File: config.mk
export PLATFORM = sky130hd
export DESIGN_NAME = six_color_pixel_quantizer
export DESIGN_NICKNAME = d
export VERILOG_FILES = /design/src/rtl/core/scpq_pkg.sv /design/src/rtl/core/scpq_dither.sv /design/src/rtl/core/scpq_match.sv /design/src/rtl/core/scpq_nearest.sv /design/src/rtl/core/six_color_pixel_quantizer.sv
export SDC_FILE = /design/constraint.sdc
export NUM_CORES = 1
export LEC_CHECK = 0
export BUFFER_PORTS_ARGS = -buffer_cell sky130_fd_sc_hd__buf_2
export CORE_UTILIZATION = 25
export CTS_CLUSTER_SIZE = 14
export DETAILED_ROUTE_END_ITERATION = 6
export GPL_ROUTABILITY_DRIVEN = 0
export PLACE_DENSITY = 0.37
export SLEW_MARGIN = 20
export SYNTH_ARGS = -nofsm -noshare
export SYNTH_HDL_FRONTEND = slang
export SYNTH_SLANG_ARGS = --single-unit
File: constraint.sdc
create_clock -name aclk -period 27.6 [get_ports aclk]
set_input_delay 4.14 -clock aclk [delete_from_list [all_inputs] [get_ports aclk]]
set_output_delay 4.14 -clock aclk [all_outputs]
set_load 0.005 [all_outputs]
File: src/rtl/core/scpq_pkg.sv
// shared types, palette constants and dither table for the six-color pixel quantizer
package scpq_pkg;

    localparam int NumColors      = 6;
    localparam int NumChans       = 3;
    localparam int DitherStrength = 5;
    localparam int DitherBias     = 8;

    // channel and tolerance widths
    typedef logic [7:0] chan_t;
    typedef logic [6:0] tol_t;

    localparam tol_t TOL_MAX = 7'd64;

    // dense palette index
    typedef logic [2:0] pal_idx_t;

    localparam pal_idx_t PAL_BLACK  = 3'd0;
    localparam pal_idx_t PAL_WHITE  = 3'd1;
    localparam pal_idx_t PAL_YELLOW = 3'd2;
    localparam pal_idx_t PAL_RED    = 3'd3;
    localparam pal_idx_t PAL_BLUE   = 3'd4;
    localparam pal_idx_t PAL_GREEN  = 3'd5;

    // configuration register indexes
    typedef logic [1:0] cfg_addr_t;

    localparam cfg_addr_t CFG_PASSTHROUGH = 2'd0;
    localparam cfg_addr_t CFG_DITHER      = 2'd1;
    localparam cfg_addr_t CFG_TOLERANCE   = 2'd2;

    // every palette channel is either 0 or 255: bit 2 red, bit 1 green, bit 0 blue
    localparam logic [2:0] PAL_BITS [NumColors] = '{
        3'b000,     // black
        3'b111,     // white
        3'b110,     // yellow
        3'b100,     // red
        3'b001,     // blue
        3'b010      // green
    };

    // 4x4 ordered dither matrix, [row][col]
    localparam int BAYER [4][4] = '{
        '{ 0,  8,  2, 10},
        '{12,  4, 14,  6},
        '{ 3, 11,  1,  9},
        '{15,  7, 13,  5}
    };

    typedef struct packed {
        chan_t red;
        chan_t green;
        chan_t blue;
    } pixel_t;

    typedef struct packed {
        logic passthrough;
        logic dither_en;
        tol_t tol;
    } cfg_t;

    typedef struct packed {
        logic     hit;
        pal_idx_t idx;
    } match_t;

    // signed channel offset for one dither position, range -40..35
    function automatic logic signed [6:0] dither_delta(input logic [1:0] row,
                                                        input logic [1:0] col);
        return 7'((BAYER[row][col] - DitherBias) * DitherStrength);
    endfunction

endpackage

File: src/rtl/core/scpq_dither.sv
// ordered dither offset with clamp to the byte range
module scpq_dither
    import scpq_pkg::*;
(
    input  pixel_t     pix_in,
    input  logic [1:0] row_phase,
    input  logic [1:0] col_phase,
    input  logic       enable,
    output pixel_t     pix_out
);

    logic signed [6:0] delta;
    logic signed [9:0] sum [NumChans];
    chan_t             chan_in [NumChans];
    chan_t             chan_out [NumChans];

    assign delta      = dither_delta(row_phase, col_phase);
    assign chan_in[0] = pix_in.red;
    assign chan_in[1] = pix_in.green;
    assign chan_in[2] = pix_in.blue;

    // add offset and saturate each channel; pass it unchanged when disabled
    always_comb begin
        for (int k = 0; k < NumChans; k++) begin
            sum[k] = $signed({2'b00, chan_in[k]}) + 10'(delta);
            if (!enable) begin
                chan_out[k] = chan_in[k];
            end else if (sum[k] < 10'sd0) begin
                chan_out[k] = 8'd0;
            end else if (sum[k] > 10'sd255) begin
                chan_out[k] = 8'd255;
            end else begin
                chan_out[k] = sum[k][7:0];
            end
        end
    end

    assign pix_out.red   = chan_out[0];
    assign pix_out.green = chan_out[1];
    assign pix_out.blue  = chan_out[2];

endmodule

File: src/rtl/core/scpq_match.sv
// first palette color within the per-channel tolerance
module scpq_match
    import scpq_pkg::*;
(
    input  pixel_t pix,
    input  tol_t   tol,
    output match_t match
);

    tol_t  tol_sat;
    chan_t chan [NumChans];
    logic  near_lo [NumChans];
    logic  near_hi [NumChans];
    logic  color_ok [NumColors];

    assign tol_sat = (tol > TOL_MAX) ? TOL_MAX : tol;
    assign chan[0] = pix.red;
    assign chan[1] = pix.green;
    assign chan[2] = pix.blue;

    // per channel: close to 0, or close to 255 (255 - c is ~c)
    always_comb begin
        for (int k = 0; k < NumChans; k++) begin
            near_lo[k] = chan[k] <= {1'b0, tol_sat};
            near_hi[k] = ~chan[k] <= {1'b0, tol_sat};
        end
    end

    // priority pick, lowest index wins
    always_comb begin
        match.hit = 1'b0;
        match.idx = PAL_BLACK;
        for (int i = NumColors - 1; i >= 0; i--) begin
            color_ok[i] = 1'b1;
            for (int k = 0; k < NumChans; k++) begin
                if (PAL_BITS[i][NumChans - 1 - k]) begin
                    color_ok[i] = color_ok[i] & near_hi[k];
                end else begin
                    color_ok[i] = color_ok[i] & near_lo[k];
                end
            end
            if (color_ok[i]) begin
                match.hit = 1'b1;
                match.idx = pal_idx_t'(i);
            end
        end
    end

endmodule

File: src/rtl/core/scpq_nearest.sv
// nearest palette color by squared distance
// with palette channels at 0 or 255, (255-c)^2 - c^2 = 255*(255-2c), so the
// squared distance less the black distance, divided by 255, is the sum of
// (255 - 2c) over the channels a color has at full scale; order and ties hold
module scpq_nearest
    import scpq_pkg::*;
(
    input  pixel_t   pix,
    output pal_idx_t idx
);

    chan_t              chan [NumChans];
    logic signed [10:0] weight [NumChans];
    logic signed [10:0] cost [NumColors];
    logic signed [10:0] best_cost;

    assign chan[0] = pix.red;
    assign chan[1] = pix.green;
    assign chan[2] = pix.blue;

    // per-channel weight and per-color relative cost
    always_comb begin
        for (int k = 0; k < NumChans; k++) begin
            weight[k] = 11'sd255 - $signed({2'b00, chan[k], 1'b0});
        end
        for (int i = 0; i < NumColors; i++) begin
            cost[i] = 11'sd0;
            for (int k = 0; k < NumChans; k++) begin
                if (PAL_BITS[i][NumChans - 1 - k]) begin
                    cost[i] = cost[i] + weight[k];
                end
            end
        end
    end

    // running minimum, strict compare keeps the earlier color on ties
    always_comb begin
        best_cost = cost[0];
        idx       = PAL_BLACK;
        for (int i = 1; i < NumColors; i++) begin
            if (cost[i] < best_cost) begin
                best_cost = cost[i];
                idx       = pal_idx_t'(i);
            end
        end
    end

endmodule

File: src/rtl/core/six_color_pixel_quantizer.sv
// six-color pixel quantizer: input register, single-pass select, output register
// path: an accepted word passes the input register, then the output register
// throughput: one word per clock while m_tready is high
// all six colors are scored side by side
// the input register still takes one word while an output word waits for m_tready
// reset (aresetn low, synchronous) empties both registers and clears the
// configuration to convert mode, dither off, tolerance zero
module six_color_pixel_quantizer
    import scpq_pkg::*;
(
    input  logic        aclk,
    input  logic        aresetn,
    // configuration write channel
    input  logic        cfg_valid,
    output logic        cfg_ready,
    input  cfg_addr_t   cfg_index,
    input  logic [6:0]  cfg_data,
    // input stream
    input  logic        s_tvalid,
    output logic        s_tready,
    input  logic [31:0] s_tdata,   // red[7:0], green[15:8], blue[23:16],
                                   // col_phase[25:24], row_phase[27:26], zero pad
    // result stream
    output logic        m_tvalid,
    input  logic        m_tready,
    output logic [7:0]  m_tdata,   // palette_index[2:0], zero pad
    output logic        m_tuser    // tolerance_match[0]
);

    cfg_t       cfg_reg;
    logic       in_valid_reg;
    pixel_t     pix_reg;
    logic [1:0] col_reg;
    logic [1:0] row_reg;
    logic       out_valid_reg;
    pal_idx_t   idx_reg;
    logic       hit_reg;

    logic       out_adv;
    pixel_t     pix_dith;
    match_t     match;
    pal_idx_t   near_idx;
    pal_idx_t   idx_next;

    // configuration registers
    assign cfg_ready = 1'b1;

    always_ff @(posedge aclk) begin
        if (!aresetn) begin
            cfg_reg <= '0;
        end else if (cfg_valid && cfg_ready) begin
            unique case (cfg_index)
                CFG_PASSTHROUGH: cfg_reg.passthrough <= cfg_data[0];
                CFG_DITHER:      cfg_reg.dither_en   <= cfg_data[0];
                CFG_TOLERANCE:   cfg_reg.tol         <= cfg_data;
                default: ;
            endcase
        end
    end

    // handshake: each register moves when the one after it can take a word
    assign out_adv  = !out_valid_reg || m_tready;
    assign s_tready = !in_valid_reg || out_adv;

    // input register
    always_ff @(posedge aclk) begin
        if (!aresetn) begin
            in_valid_reg <= 1'b0;
        end else if (s_tready) begin
            in_valid_reg <= s_tvalid;
        end
    end

    always_ff @(posedge aclk) begin
        if (s_tvalid && s_tready) begin
            pix_reg.red   <= s_tdata[7:0];
            pix_reg.green <= s_tdata[15:8];
            pix_reg.blue  <= s_tdata[23:16];
            col_reg       <= s_tdata[25:24];
            row_reg       <= s_tdata[27:26];
        end
    end

    // dither applies in convert mode only
    scpq_dither u_dither (
        .pix_in    (pix_reg),
        .row_phase (row_reg),
        .col_phase (col_reg),
        .enable    (cfg_reg.dither_en && !cfg_reg.passthrough),
        .pix_out   (pix_dith)
    );

    // tolerance match on the undithered pixel
    scpq_match u_match (
        .pix   (pix_reg),
        .tol   (cfg_reg.tol),
        .match (match)
    );

    scpq_nearest u_nearest (
        .pix (pix_dith),
        .idx (near_idx)
    );

    // passthrough prefers the tolerance match
    assign idx_next = (cfg_reg.passthrough && match.hit) ? match.idx : near_idx;

    // output register
    always_ff @(posedge aclk) begin
        if (!aresetn) begin
            out_valid_reg <= 1'b0;
        end else if (out_adv) begin
            out_valid_reg <= in_valid_reg;
        end
    end

    always_ff @(posedge aclk) begin
        if (out_adv && in_valid_reg) begin
            idx_reg <= idx_next;
            hit_reg <= match.hit;
        end
    end

    assign m_tvalid = out_valid_reg;
    assign m_tdata  = {5'b00000, idx_reg};
    assign m_tuser  = hit_reg;

endmodule

### Yosys cells after proc, flatten, opt, wreduce, memory -nomap -nowiden

Index checks and enable logic that the tools add are counted.

* $add $sub $neg: 9
* multipliers: 1
* order comparisons: 20
* equality and inequality tests: 2
* muxes and demuxes: 32
* bitwise logic cells: 15
* reductions and logical operators: 13

Operator list (number)
* $bmux 128 s2: 1
* $mux 128: 2
* $mux 8: 9
* $bmux 32 s2: 1
* $mux 32: 2
* $le 8x7->1: 6
* $lt 11x11->1: 4
* $mux 11: 4
* $mul 32x4->7 const B: 1
* $sub 32x5->32 const B: 1
* $add 9x7->10: 3
* $gt 10x9->1 const B: 3
* $lt 10x1->1 const B: 3
* $sub 8x9->10 const A: 3
* $mux 4: 6
* $not 8->8: 3
* $add 11x11->11: 2
* $lt 11x1->1 const B: 1
* $and 1x1->1: 10
* $mux 3: 3
* $gt 7x7->1 const B: 1
* $mux 7: 1
* $ge 3x3->1 const B: 2
* $not 2->3: 2
* 9 further kinds: 18

* bits in registers: 43
* input bits: 46

### Logic depth before layout (Yosys ltp)

* word-level depth: 28
* gate-level depth with buffers: 88
* mapped depth without buffers: 83

### By module

Synthesis repeated with hierarchy kept, for this count alone.

* cell total of the unflattened synthesis: 773
* area, all modules: 6822.8 um^2

By module, submodules not included
* scpq_nearest: times used 1, cells each 283, area an instance 2238.4 um^2, sequential area each 0.0 um^2
* scpq_dither: times used 1, cells each 245, area an instance 1891.8 um^2, sequential area each 0.0 um^2
* six_color_pixel_quantizer: times used 1, cells each 94, area an instance 1521.5 um^2, sequential area each 1181.1 um^2
* scpq_match: times used 1, cells each 151, area an instance 1171.1 um^2, sequential area each 0.0 um^2

### Worst setup path after synthesis

No wires, ideal clock.

* path kind: reg2reg
* start point: register row_reg[1]
* end point: register idx_reg[1], data pin
* library setup time: 0.255 ns
* arrival time: 16.004 ns
* data required time: 27.345 ns
* setup slack: 11.341 ns
* cell stages (with the launch flop): 84
* path buffers: 4
* clock period less this slack: 16.259 ns
* cells stage by stage: edfxtp_1 > ha_1 > o21ai_1 > o21a_1 > ha_1 > ha_1 > a21o_1 > nand2_1 > xor2_1 > inv_2 > ha_1 > nor2b_1 > or4_1 > o21a_1 > and3_1 > nor2_1 > nand2_1 > a22oi_1 > [48 not listed] > o211ai_1 > a41o_1 > a211o_1 > o31ai_4 > mux2_2 > ha_1 > a21oi_1 > nor2b_1 > o21ai_0 > nand2b_1 > a21oi_1 > nor2b_1 > o21ai_0 > nand3b_1 > nor4b_1 > o21ai_0 > and3_1 > a31o_1

* word-level cells in the longest chain between the ends: 28
* elaborated cells between the ends (all ways): 46
* classes of those cells: add/sub (9); mul (1); order compare (11); mux (24); bitwise (1)

RTL lines
* from (decl): RTL line six_color_pixel_quantizer.sv:34 `logic [1:0] row_reg;`
* from (signal assigned): RTL line six_color_pixel_quantizer.sv:80 `row_reg <= s_tdata[27:26];`
* $not 2->3 (implied by the code) *: RTL line scpq_pkg.sv:70 `return 7'((BAYER[row][col] - DitherBias) * DitherStrength);`
* $bmux 128 s2 *: RTL line scpq_pkg.sv:70
* $mux 128 (implied by the code) * (2 in series): RTL line scpq_pkg.sv:70
* $bmux 32 s2 *: RTL line scpq_pkg.sv:70
* $mux 32 (implied by the code) * (2 in series): RTL line scpq_pkg.sv:70
* $sub 32x5->32 *: RTL line scpq_pkg.sv:70
* $mul 32x4->7 *: RTL line scpq_pkg.sv:70
* $add 9x7->10: RTL line scpq_dither.sv:25 `sum[k] = $signed({2'b00, chan_in[k]}) + 10'(delta);`
* [11 not listed]
* $lt 11x11->1: RTL line scpq_nearest.sv:41 `if (cost[i] < best_cost) begin`
* $mux 11: RTL line scpq_nearest.sv:41
* $lt 11x11->1: RTL line scpq_nearest.sv:41
* $mux 11: RTL line scpq_nearest.sv:41
* $lt 11x11->1: RTL line scpq_nearest.sv:41
* $mux 3 *: RTL line scpq_nearest.sv:41
* $mux 3 *: RTL line six_color_pixel_quantizer.sv:106 `assign idx_next = (cfg_reg.passthrough && match.hit) ? match.idx : near_idx;`
* named net idx_next[1]: RTL line six_color_pixel_quantizer.sv:43 `pal_idx_t idx_next;`
* to (signal assigned): RTL line six_color_pixel_quantizer.sv:119 `idx_reg <= idx_next;`
* to (decl): RTL line six_color_pixel_quantizer.sv:36 `pal_idx_t idx_reg;`

Mark *: on every way through the listed nets, which the timed path passes. The rest lies on a longest branch. The select of a mux whose other input is x is not followed.
A chain may end at the register's enable or synchronous reset.

### Worst setup path after layout

Same ends and word-level chain as after synthesis.

==> results.sh <==
export IMPL_nets=1065
export IMPL_hold_slack_ns=0.522
export IMPL_clock_sinks=43
export IMPL_setup_tns_ns=0
export IMPL_cts_root_buf="clkbuf_16"
export IMPL_reg2reg_depth=82
export IMPL_vias=5956
export IMPL_cp_num_buf_inv=5
export IMPL_synth_async_reset_ratio_pct=0
export IMPL_min_path_type="reg -> reg"
export IMPL_post_cts_buffers=0
export IMPL_crit_start="row_reg[1]"
export IMPL_ios=58
export IMPL_worst_path_most_repeated_cell="ha_1"
export IMPL_fin_crit_sh_pct=73.7
export IMPL_drv_slew=0
export IMPL_crit_family="compound AO/OA/AOI/OAI gates"
export IMPL_syn_inst=841
export IMPL_grt_pass1_vias=5852
export IMPL_crit_path_end="idx_reg[1]"
export IMPL_grt_use_met1_pct=20.9
export IMPL_portBuffers=47
export IMPL_ant_nets=0
export IMPL_crit_arrival_ns=20.38
export IMPL_end_kind="flip-flop"
export IMPL_rsz0062_at_grt="no"
export IMPL_antennaDiodeCount=0
export IMPL_synth_seq_cells=43
export IMPL_fmax_mhz=49.2
export IMPL_worstReg2RegStart="row_reg[1]"
export IMPL_syn_avg_cell_area_um2=8.25
export IMPL_die_w_um=169
export IMPL_syn2layout_area_growth_pct=12.1
export IMPL_utilization_pct=28.7
export IMPL_num_rows=60
export IMPL_floorplan_initialDensity_pct=25.6
export IMPL_setup_viol=0
export IMPL_status="finished clean"
export IMPL_power_per_cell_area_mw_per_mm2=125
export IMPL_path_clk_slew_ns=0.07
export IMPL_peakVddDrop_uv=67.3
export IMPL_holdBufCountCts=0
export IMPL_core_region_area_mm2=0.0271
export IMPL_use_met2_pct=25.7
export IMPL_critPathRequiredTime_ns=27.65
export IMPL_synth_seq_area_share_pct=17.0
export IMPL_largest_reg_flops=24
export IMPL_clock_path_buffers=2
export IMPL_nFillCells=2966
export IMPL_place_inst=1253
export IMPL_fin_cells=1261
export IMPL_max_slew_margin_pct=39.0
export IMPL_ys_flop_type="edfxtp_1"
export IMPL_syn_cell_area_mm2=0.00694
export IMPL_grt_total_usage_pct=15.0
export IMPL_drc=0
export IMPL_busiest_layer="met2"
export IMPL_slowest_delay_ns=0.71
export IMPL_synth_edff_count=32
export IMPL_grt_max_degree=29
export IMPL_htree_levels=2
export IMPL_first_pass_iters=7
export IMPL_antenna_found_initial=0
export IMPL_finalWirelength_mm=20.9
export IMPL_post_route_min_period_ns=20.33
export IMPL_clk_latency_ns=0.29
export IMPL_r2r_end="idx_reg[1]"
export IMPL_yosysWarnings=0
export IMPL_critPathLaunchType="flip-flop"
export IMPL_maxCapViolCount=0
export IMPL_p_leak_nw=3.50
export IMPL_synth_cell_type_count=84
export IMPL_met3_usage_pct=0.701
export IMPL_ctsResizeCount=0
export IMPL_finalHoldViolCount=0
export IMPL_first_iter_violations=300
export IMPL_path_class="reg -> reg"
export IMPL_grt_pass1_wl_mm=33.3
export IMPL_cts_tree="yes"
export IMPL_die_h_um=169
export IMPL_crit_slowest_cell="a31oi_2"
export IMPL_timing_critical_path_depth=82
export IMPL_ff2ff_setup_slack_ns=7.27
export IMPL_die_area_mm2=0.0284
export IMPL_via_per_inst=4.72
export IMPL_cts_buffers=5
export IMPL_p_total_uw=973
export IMPL_seq_area_mm2=0.00118
export IMPL_drt_wirelength_per_cell_um=16.6
export IMPL_drive_above_1_share_pct=10.8
export IMPL_dp_hpwl_mm=17.7
export IMPL_skew_ns=0.00699
export IMPL_critical_path_max_fanout=18
export IMPL_multi_input_area_mm2=0.00538
export IMPL_overflow=0
export IMPL_tightest_slew_ns=0.914
## synthesized netlist by cell type, types with 7 or more instances
master	instances	area (um2)
xor2_1	13	114
nand3_1	12	60.1
nor3_1	14	70.1
a21oi_1	65	325
o211ai_1	8	60.1
dfxtp_1	11	220
ha_1	125	1560
nand4_1	7	43.8
o21a_1	14	105
o21ai_0	32	160
mux2i_1	16	160
xnor2_1	25	219
edfxtp_1	32	961
o21bai_1	14	105
inv_1	73	274
nand2b_1	14	87.6
nand2_1	66	248
a21o_1	20	150
nor2_1	75	282
and3_1	8	50.1
nor2b_1	29	181
clkbuf_1	7	26.3
a31oi_1	11	68.8
## cell usage in the layout (no fill, tap or decap), types with 10 or more instances in the layout
cell type / instances
edfxtp_1: 32
a21oi_1: 65
ha_1: 125
o21bai_1: 14
xnor2_1: 25
nand2b_1: 14
xor2_1: 13
inv_1: 73
nand2_1: 66
dfxtp_1: 11
nor2b_1: 29
o21a_1: 14
nand3_1: 12
nor2_1: 75
buf_2: 47
a21o_1: 20
mux2i_1: 16
a31oi_1: 10
o21ai_0: 32
nor3_1: 14
## stage by stage
step                setup slack (ns)  cell area (um2)
detailed placement              7.23             7600
global placement                7.26             7600
floorplan                      11.34             6950
finish                          7.27             7780
CTS                             7.15             7780
global route                    5.44             7780
## worst reg2reg max path: cells and delay by family, from the launching register on
family / cells / cell delay, ns
multiplexers: 2 / 0.93
AO/OA/AOI/OAI: 39 / 9.78
adder cells (fa/ha/maj): 10 / 3.39
buffers and inverters: 5 / 0.74
flip-flops: 1 / 0.55
AND/OR/NAND/NOR: 23 / 3.89
XOR/XNOR: 3 / 0.80
## kinds of logic (layout without fill, tap and decap cells)
| group | after synthesis | count (layout) | share of synthesized area, % |
|---|---|---|---|
| adders and majority gates | 133 | 133 | 24.6 |
| buffers and inverters | 95 | 139 | 5.74 |
| other | 2 | 6 | 0.108 |
| muxes | 19 | 19 | 2.80 |
| and+or+nand+nor | 269 | 269 | 19.5 |
| DFF | 43 | 43 | 17.0 |
| xor gates and xnor gates | 39 | 39 | 5.12 |
| AOI/OAI and AO/OA | 241 | 241 | 25.2 |
## per-layer routing
layer	share of wire, %	routed length [um]	vias to the layer above
li1	-	-	3148
met1	50	10500	2720
met2	47	9750	79
met3	1.9	389	9
met4	1.2	244	0
met5	0	0	-
## worst min-delay path by stage
stage / from / to / slack, ns / cells past startpoint
after CTS: in_valid_reg / m_tvalid / 0.53 / 1
final: cfg_reg[1] / cfg_reg[1] / 0.52 / 2
after global placement: cfg_reg[0] / cfg_reg[0] / 0.50 / 2
after detailed placement: in_valid_reg / m_tvalid / 0.51 / 1
after floorplan: in_valid_reg / m_tvalid / 0.48 / 1
after global routing: cfg_reg[1] / cfg_reg[1] / 0.55 / 2
## cell type report
| class | count | area share [%] |
|---|---|---|
| inverters | 76 | 3.67 |
| repair buffers | 55 | 3.80 |
| flip-flops and latches | 43 | 15.2 |
| multi-input cells | 707 | 69.1 |
| clock inverters | 1 | 0.113 |
| clock buffers | 7 | 2.11 |
| well taps | 372 | 5.98 |
## report_power, final
| group | total (mW) | internal (mW) | switching, mW |
|---|---|---|---|
| clock | 0.0675 | 0.0419 | 0.0257 |
| sequential | 0.0886 | 0.0843 | 0.00425 |
| combinational | 0.816 | 0.341 | 0.475 |
(Power assumes the default switching activity.)
